**config.mk**
```make
export PLATFORM = sky130hd
export DESIGN_NAME = serial_gpio_command_framer
export DESIGN_NICKNAME = d
export VERILOG_FILES = /design/src/sgcf_pkg.sv /design/src/serial_gpio_command_framer.sv /design/src/sgcf_front.sv /design/src/sgcf_queue.sv /design/src/sgcf_back.sv
export SDC_FILE = /design/constraint.sdc
export NUM_CORES = 1
export LEC_CHECK = 0
export BUFFER_PORTS_ARGS = -buffer_cell sky130_fd_sc_hd__buf_2
export CORE_MARGIN = 3
export CORE_UTILIZATION = 45
export DETAILED_ROUTE_END_ITERATION = 12
export PLACE_DENSITY_LB_ADDON = 0.25
export SYNTH_ARGS = -nofsm -noshare
export SYNTH_HDL_FRONTEND = slang
export SYNTH_SLANG_ARGS = --single-unit
```
**constraint.sdc**
```tcl
create_clock -name clk -period 4.85 [get_ports clk]
set_input_delay 0.2425 -clock clk [delete_from_list [all_inputs] [get_ports clk]]
set_output_delay 0.2425 -clock clk [all_outputs]
set_load 0.01 [all_outputs]
```
**src/sgcf_pkg.sv**
```systemverilog
`timescale 1ns / 1ps

package sgcf_pkg;

  // frame layout and byte codes
  localparam int unsigned FRAME_LEN = 4;
  localparam logic [7:0] END_BYTE = 8'd10;
  localparam logic [7:0] OP_CLEAR = 8'h00;
  localparam logic [7:0] OP_SET = 8'h01;

  // reply codes
  localparam logic RESP_ACK = 1'b0;
  localparam logic RESP_NACK = 1'b1;

  // command queue depth
  localparam int unsigned QUEUE_DEPTH = 2;

  // command class decided by the front end
  typedef enum logic [1:0] {
    CMD_CLEAR,
    CMD_SET,
    CMD_NACK
  } cmd_kind_t;

  typedef struct packed {
    cmd_kind_t  kind;
    logic [7:0] idx;
  } cmd_t;

  // queue handshake between front and back
  typedef struct packed {
    logic push;
    logic pop;
  } q_ctrl_t;

  typedef struct packed {
    logic full;
    logic not_empty;
  } q_stat_t;

endpackage

```
**src/serial_gpio_command_framer.sv**
```systemverilog
`timescale 1ns / 1ps

// Serial GPIO command framer. Takes one received byte per cycle on the input
// beat unless stalled; a newline closes the frame, and a frame whose check
// byte matches is executed and answered with one output beat (ACK or NACK
// plus the sixteen low pin levels) through the queue and the output register.
// Frames with a bad check give no beat. The front end collects bytes and
// classifies frames, the back end updates the pins, and a two-entry command
// queue between them absorbs output stalls; the input stalls only while
// the queue is full, which takes a stalled output plus two more valid frames.
module serial_gpio_command_framer #(
  parameter int NUM_PINS = 16
) (
  input  logic        clk,
  input  logic        rst,
  input  logic        in_valid,
  output logic        in_stall,
  input  logic [7:0]  rx_byte,
  output logic        out_valid,
  input  logic        out_stall,
  output logic        response,
  output logic [15:0] pin_levels
);

  sgcf_pkg::cmd_t    front_cmd;
  sgcf_pkg::cmd_t    head_cmd;
  sgcf_pkg::q_ctrl_t q_ctrl;
  sgcf_pkg::q_stat_t q_stat;
  logic              q_push;
  logic              q_pop;

  // queue controls come from both ends
  assign q_ctrl = '{push: q_push, pop: q_pop};

  sgcf_front u_front (
    .clk      (clk),
    .rst      (rst),
    .in_valid (in_valid),
    .in_stall (in_stall),
    .rx_byte  (rx_byte),
    .q_full   (q_stat.full),
    .push     (q_push),
    .cmd      (front_cmd)
  );

  sgcf_queue u_queue (
    .clk    (clk),
    .rst    (rst),
    .ctrl   (q_ctrl),
    .wr_cmd (front_cmd),
    .stat   (q_stat),
    .rd_cmd (head_cmd)
  );

  sgcf_back #(
    .NUM_PINS (NUM_PINS)
  ) u_back (
    .clk         (clk),
    .rst         (rst),
    .q_not_empty (q_stat.not_empty),
    .cmd         (head_cmd),
    .pop         (q_pop),
    .out_valid   (out_valid),
    .out_stall   (out_stall),
    .response    (response),
    .pin_levels  (pin_levels)
  );

endmodule

```
**src/sgcf_front.sv**
```systemverilog
`timescale 1ns / 1ps

module sgcf_front (
  input  logic               clk,
  input  logic               rst,
  input  logic               in_valid,
  output logic               in_stall,
  input  logic [7:0]         rx_byte,
  input  logic               q_full,
  output logic               push,
  output sgcf_pkg::cmd_t     cmd
);

  logic [7:0] frame_bytes [sgcf_pkg::FRAME_LEN];
  logic [2:0] byte_count;
  logic       accept;
  logic       is_end;
  logic [9:0] sum;
  logic [7:0] check;

  assign in_stall = q_full;
  assign accept = in_valid && !q_full;
  assign is_end = (rx_byte == sgcf_pkg::END_BYTE);

  // check byte: carry folded back into the low byte
  always_comb begin
    sum = 10'(frame_bytes[0]) + 10'(frame_bytes[1]) + 10'(frame_bytes[2]);
    check = 8'(10'(sum[9:8]) + 10'(sum[7:0]));
  end

  // classify the stored frame
  always_comb begin
    cmd.idx = frame_bytes[1];
    if (frame_bytes[0] == sgcf_pkg::OP_CLEAR) begin
      cmd.kind = sgcf_pkg::CMD_CLEAR;
    end else if (frame_bytes[0] == sgcf_pkg::OP_SET) begin
      cmd.kind = sgcf_pkg::CMD_SET;
    end else begin
      cmd.kind = sgcf_pkg::CMD_NACK;
    end
  end

  assign push = accept && is_end && (check == frame_bytes[3]);

  // frame collection, extra bytes past the fourth are dropped
  always_ff @(posedge clk) begin
    if (rst) begin
      byte_count <= '0;
      for (int i = 0; i < sgcf_pkg::FRAME_LEN; i++) begin
        frame_bytes[i] <= '0;
      end
    end else if (accept) begin
      if (is_end) begin
        byte_count <= '0;
      end else if (byte_count < 3'(sgcf_pkg::FRAME_LEN)) begin
        frame_bytes[byte_count[1:0]] <= rx_byte;
        byte_count <= byte_count + 3'd1;
      end
    end
  end

endmodule

```
**src/sgcf_queue.sv**
```systemverilog
`timescale 1ns / 1ps

module sgcf_queue (
  input  logic               clk,
  input  logic               rst,
  input  sgcf_pkg::q_ctrl_t  ctrl,
  input  sgcf_pkg::cmd_t     wr_cmd,
  output sgcf_pkg::q_stat_t  stat,
  output sgcf_pkg::cmd_t     rd_cmd
);

  sgcf_pkg::cmd_t entries [sgcf_pkg::QUEUE_DEPTH];
  logic           wr_ptr;
  logic           rd_ptr;
  logic [1:0]     count;
  logic           do_push;
  logic           do_pop;

  assign stat.full = (count == 2'(sgcf_pkg::QUEUE_DEPTH));
  assign stat.not_empty = (count != 2'd0);
  assign rd_cmd = entries[rd_ptr];

  assign do_push = ctrl.push && !stat.full;
  assign do_pop = ctrl.pop && stat.not_empty;

  // storage
  always_ff @(posedge clk) begin
    if (do_push) begin
      entries[wr_ptr] <= wr_cmd;
    end
  end

  // pointers and fill count
  always_ff @(posedge clk) begin
    if (rst) begin
      wr_ptr <= 1'b0;
      rd_ptr <= 1'b0;
      count <= '0;
    end else begin
      if (do_push) begin
        wr_ptr <= !wr_ptr;
      end
      if (do_pop) begin
        rd_ptr <= !rd_ptr;
      end
      unique case ({do_push, do_pop})
        2'b10:   count <= count + 2'd1;
        2'b01:   count <= count - 2'd1;
        default: count <= count;
      endcase
    end
  end

endmodule

```
**src/sgcf_back.sv**
```systemverilog
`timescale 1ns / 1ps

module sgcf_back #(
  parameter int NUM_PINS = 16
) (
  input  logic               clk,
  input  logic               rst,
  input  logic               q_not_empty,
  input  sgcf_pkg::cmd_t     cmd,
  output logic               pop,
  output logic               out_valid,
  input  logic               out_stall,
  output logic               response,
  output logic [15:0]        pin_levels
);

  localparam int EXT_W = (NUM_PINS > 16) ? NUM_PINS : 16;

  logic [NUM_PINS-1:0] pin_state;
  logic [NUM_PINS-1:0] pin_state_next;
  logic [EXT_W-1:0]    pin_ext;
  logic                resp_next;

  // take a command whenever the output register is free or draining
  assign pop = q_not_empty && (!out_valid || !out_stall);

  // apply the command, out-of-range pins match no bit
  always_comb begin
    pin_state_next = pin_state;
    resp_next = sgcf_pkg::RESP_ACK;
    unique case (cmd.kind)
      sgcf_pkg::CMD_CLEAR: begin
        for (int i = 0; i < NUM_PINS; i++) begin
          if (cmd.idx == 8'(i)) pin_state_next[i] = 1'b0;
        end
      end
      sgcf_pkg::CMD_SET: begin
        for (int i = 0; i < NUM_PINS; i++) begin
          if (cmd.idx == 8'(i)) pin_state_next[i] = 1'b1;
        end
      end
      default: begin
        resp_next = sgcf_pkg::RESP_NACK;
      end
    endcase
    pin_ext = EXT_W'(pin_state_next);
  end

  // pin state and output register
  always_ff @(posedge clk) begin
    if (rst) begin
      pin_state <= '0;
      out_valid <= 1'b0;
      response <= sgcf_pkg::RESP_ACK;
      pin_levels <= '0;
    end else if (pop) begin
      pin_state <= pin_state_next;
      out_valid <= 1'b1;
      response <= resp_next;
      pin_levels <= pin_ext[15:0];
    end else if (!out_stall) begin
      out_valid <= 1'b0;
    end
  end

endmodule

```
# Word level (Yosys, flattened, before mapping)
# Memory sizes are Yosys's and may differ from the RTL's. A register that Yosys moved wholly into a read port is not among the register bits.
# Index checks and enable logic that the tools add are counted.
# word_totals
mem_bits_rw	52
n_memories	2
register_bits	25
out_inout_bits	19
inputBits	12
wordCells	179
# memory_table
memory	depth	word_bits	read_ports	rd_clocked_by_memory_dff	wr	line	rtl
u_front.frame_bytes	4	8	4	0	4	sgcf_front.sv:14	logic [7:0] frame_bytes [sgcf_pkg::FRAME_LEN];
u_queue.entries	2	10	1	1	1	sgcf_queue.sv:12	sgcf_pkg::cmd_t entries [sgcf_pkg::QUEUE_DEPTH];
# op_classes
n_mux	55
reduce_logical	38
n_eq_ne	55
order_cmp	1
n_addsub	6
# ops
cell	count
$eq 8x4->1 const B	9
$ne 2x1->1 const B	33
$reduce_and 4->1	16
$mux 1	47
$eq 8x3->1 const B	4
$pmux 16 s2	1
$eq 8x1->1 const B	2
$eq 8x2->1 const B	2
$logic_not 8->1	2
$add 10x8->10	1
$add 8x8->9	1
$add 2x8->8	1
$eq 8x8->1	1
$mux 8	1
$reduce_bool 2->1	4
$reduce_or 8->1	1
$logic_and 1x1->1	6
$mux 2	3
$mux 3	2
$logic_not 1->1	5
$eq 2x1->1 const B	2
$eq 2x2->1 const B	2
$pmux 2 s2	1
$add 3x1->3 const B	1
7 further kinds	7

# Depth between registers and ports, before layout
# An unclocked memory read counts as a cell.
# depth
word_depth	9
mapped_depth	26
ltp_nobuf	26

# Cells and area by module
# Synthesis repeated with hierarchy kept, for this count alone.
# unflattened
hier_cells	329
hier_area_um2	4052.6
# modules_own_cells
mod	cells_per_inst	seq_area_each_um2	n_inst	area_per_inst_um2
sgcf_front	184	1021.0	1	2229.6
sgcf_queue	57	700.7	1	944.7
sgcf_back	88	360.3	1	878.3

# Worst setup path after synthesis
# Ideal clock, no wire load.
# synth_path
path_type	register to register
from	memory u_front.frame_bytes[1][0]
to	register u_queue.count[1]
setup_ns	0.071
synth_period_minus_slack_ns	4.792
n_path_buf	0
t_arrival_ns	4.721
path_slack_ns	0.058
stages_incl_launch_ff	26
path_cell_list	edfxtp_1 -> ha_1 -> inv_1 -> fa_1 -> nor2b_1 -> o21ai_0 -> a21boi_0 -> o21a_1 -> nor2_1 -> xnor2_1 -> ha_1 -> o21ai_0 -> a21oi_1 -> o21a_1 -> nor2_1 -> xnor2_1 -> ha_1 -> fa_1 -> xor2_1 -> xnor2_1 -> nand4_1 -> nor3b_4 -> nand4_1 -> ha_1 -> or3_1 -> a21oi_1
# synth_rtl
element	line	rtl
start: declaration	sgcf_front.sv:14	
end signal: assignment	sgcf_queue.sv:47	2'b10: count <= count + 2'd1;
end signal: assignment	sgcf_queue.sv:48	2'b01: count <= count - 2'd1;
end signal: assignment	sgcf_queue.sv:49	default: count <= count;
end: declaration	sgcf_queue.sv:15	logic [1:0] count;

==> reports/metrics.cfg <==
[run_status]
status=finished, final reports clean

[worst_hold_path]
min_path_type=in2reg

[route]
vias_per_cell=5.32
wl_per_cell_um=15.3
drt_pass1_iterations=4
vias=2958
ant_nets=0
drt_iter0_drc=123
wirelength_mm=8.48
drc_errors=0

[pwr]
p_leak_nw=1.95
p_per_area_nw_per_um2=367
peakVddDrop_mv=0.305
finalPower_mw=1.80

[global_routing]
grt_util_met1_pct=25.2
grt_first_pass_wirelength_mm=14.2
globalRouteMet2Util_pct=27.1
grt_pass1_vias=2858
grt_usage_pct=17.8
antenna_found_initial=0
grtUsageMet3_pct=4.41
grt_max_degree=33
grt.overflow.total=0
global_route.peak_usage_layer=met2

[sta]
setup_violations=0
fin_crit_ns=4.83
clock_skew_ns=0.00639
max_freq_ghz=0.207
hold_viol=0
tightestPinTransition_ns=1.05
slew_headroom_pct=29.9
drv_slew=0
fin_tns_setup_ns=0
period_share_pct=99.5
rsz0062_at_grt=true

[synthesis]
ys_types=60
ys_seq_area_share_pct=51.1
syn_inst=376
async_reset_ff_share_pct=0
synth.most_common_cell=edfxtp_1
ys_warn_count=0
synth-main-ff-cell=edfxtp_1
synth_edf_count=52
yosys.area.top_type=edfxtp_1
synth_top_area_share_pct=38.3
syn_avg_cell_area_um2=10.8
netlist_top_cells_count=edfxtp_1, nor2_1, and2_1, nor3_1, dfxtp_1
yosys-top-cells-area=edfxtp_1, dfxtp_1, ha_1, and2_1, nor3_1
synthesis.area_um2=4080
syn-num-nets=411
ys_seq_elements=78

[finish]
final_nets=478
diodes=0
drive_gt1_share_pct=26.8
area.growth.synth_to_final_pct=20.5
fillers=748

[clock_tree]
clk_latency_ns=0.35
cts_sinks=78
cts-buffers-inserted=9
cts.clk_slew.worst_paths_ns=0.08
cts_buffer_depth=2
htreeDepth=3
root_buffer=clkbuf_8
cts_tree=yes
cts_hold_buffers=0

[place]
dp_hpwl_mm=6.38
numPortBuffers=30
place.gp.congestion=0.846

[worst_setup_path]
critPathKind=reg2reg
cp_data_required_time_ns=4.93
critical_path.max_fanout=5
start_kind=register
end_kind=register
arrival_ns=4.91

[floorplan]
chipWidth_um=101
initial_core_util_pct=46.5
rows=34
core-area_um2=8760
io-pin-count=31
dieHeight_um=101
die_area_um2=10200

[flow_run]
maxCapViolCount=0

[layout by cell type (no fill, tap or decap), types with 3 or more instances in the layout]
cell	netlist	layout
and2_1	34	34
or2_2	4	4
o21a_1	3	3
mux2i_1	8	8
nand3_1	7	7
nor2_1	45	44
a21o_1	3	3
nor4_1	3	3
nor3_1	34	34
edfxtp_1	52	52
nand2b_1	3	3
o21ai_1	2	4
xnor2_1	17	13
o21ai_0	7	4
xor2_1	3	3
xnor2_2	1	5
nor2b_1	4	3
buf_2	2	30
ha_1	20	17
a21oi_2	0	3
clkbuf_8	0	10
nand2_1	18	18
dfxtp_1	26	26
inv_1	17	15
buf_4	0	30
a21oi_1	14	11
[stage by stage]
stage	hold slack, ns	worst slack, ns	area (um^2)	utilization [%]	std cells
after detailed placement	0.463	-0.235	4560	52.1	535
after floorplan	0.387	0.0581	4080	-	376
final	0.140	0.0231	4910	56.1	556
after global routing	0.141	-0.228	4910	56.1	556
after global placement	0.453	-0.0778	4560	52.1	535
after CTS	0.124	-0.0217	4790	54.6	553
[metal layers]
layer | part of all wire, % | wire [um] | up-vias
li1 | - | - | 1475
met1 | 50 | 4210 | 1413
met3 | 3.4 | 292 | 18
met4 | 1.9 | 159 | 0
met5 | 0 | 0 | -
met2 | 45 | 3820 | 52
[critical path, cell delays in order, from the launching register on]
cell and delay, ns:
edfxtp_1 0.42, ha_1 0.32, a21o_1 0.20, a21oi_2 0.15, o21ai_0 0.10, a21oi_1 0.24
xnor2_1 0.18, ha_1 0.31, o21ai_1 0.14, a21oi_1 0.07, o21a_1 0.21, nor2_2 0.12
xnor2_2 0.09, ha_2 0.21, fa_2 0.35, xor2_1 0.18, xnor2_1 0.14, nand4_1 0.15
nor3b_4 0.22, buf_4 0.14, nand2_1 0.04, nand4b_1 0.24, inv_2 0.18, clkbuf_16 0.16
[flip-flops by register name (all words and copies together) (netlist names), named ones only]
register	flops
u_front.byte_count	3
u_front.frame_bytes	32
u_queue.entries	20
u_back.out_valid	1
u_queue.wr_ptr	1
u_back.pin_levels	16
u_queue.rd_ptr	1
u_back.response	1
u_queue.count	2
[report_power, final]
group	switching, mW	leakage, nW	internal [mW]
registers	0.0360	0.725	0.744
clock network	0.238	0.104	0.253
logic	0.263	1.12	0.270
[area by class of cell]
class                           instances  area [um^2]  share of cell area, %
Sequential cell                        78         2080                   42.4
Multi-Input combinational cell        274         2000                   40.7
Timing Repair Buffer                   63          432                   8.79
Clock buffer                           11          141                   2.88
Tap cell                              108          135                   2.75
Inverter                               17         63.8                   1.30
Clock inverter                          5         57.6                   1.17
[path summary, 6_finish.rpt]
kind                                     endpoint                                    start  cells after the start  slack (ns)
setup / recovery  u_queue.entries[0][5]$_DFFE_PP_  u_front.frame_bytes[1][1]$_SDFFCE_PN0P_                     23        0.02
hold / removal      u_back.out_valid$_SDFFE_PP0P_                                out_stall                      3        0.14
setup reg to reg  u_queue.entries[0][5]$_DFFE_PP_  u_front.frame_bytes[1][1]$_SDFFCE_PN0P_                     23        0.02
hold reg to reg     u_back.out_valid$_SDFFE_PP0P_            u_back.out_valid$_SDFFE_PP0P_                      2        0.47
[kinds of logic after synthesis]
logic type / after synthesis / share of synthesized area (%)
AND/OR/NAND/NOR: 169 / 22.3
flip-flops: 78 / 51.1
AO/OA/AOI/OAI: 50 / 8.72
buffers and inverters: 24 / 2.27
XOR/XNOR: 23 / 5.83
adder cells (fa/ha/maj): 23 / 7.61
multiplexers: 9 / 2.24
[repair_timing]
action                                  CTS  global route
pin swaps                                11            12
cloned                                    0             1
setup buffers                             2             2
endpoints found under the setup margin   22            23
resized for setup                        10            19
Power figures use the tool's default switching activity.
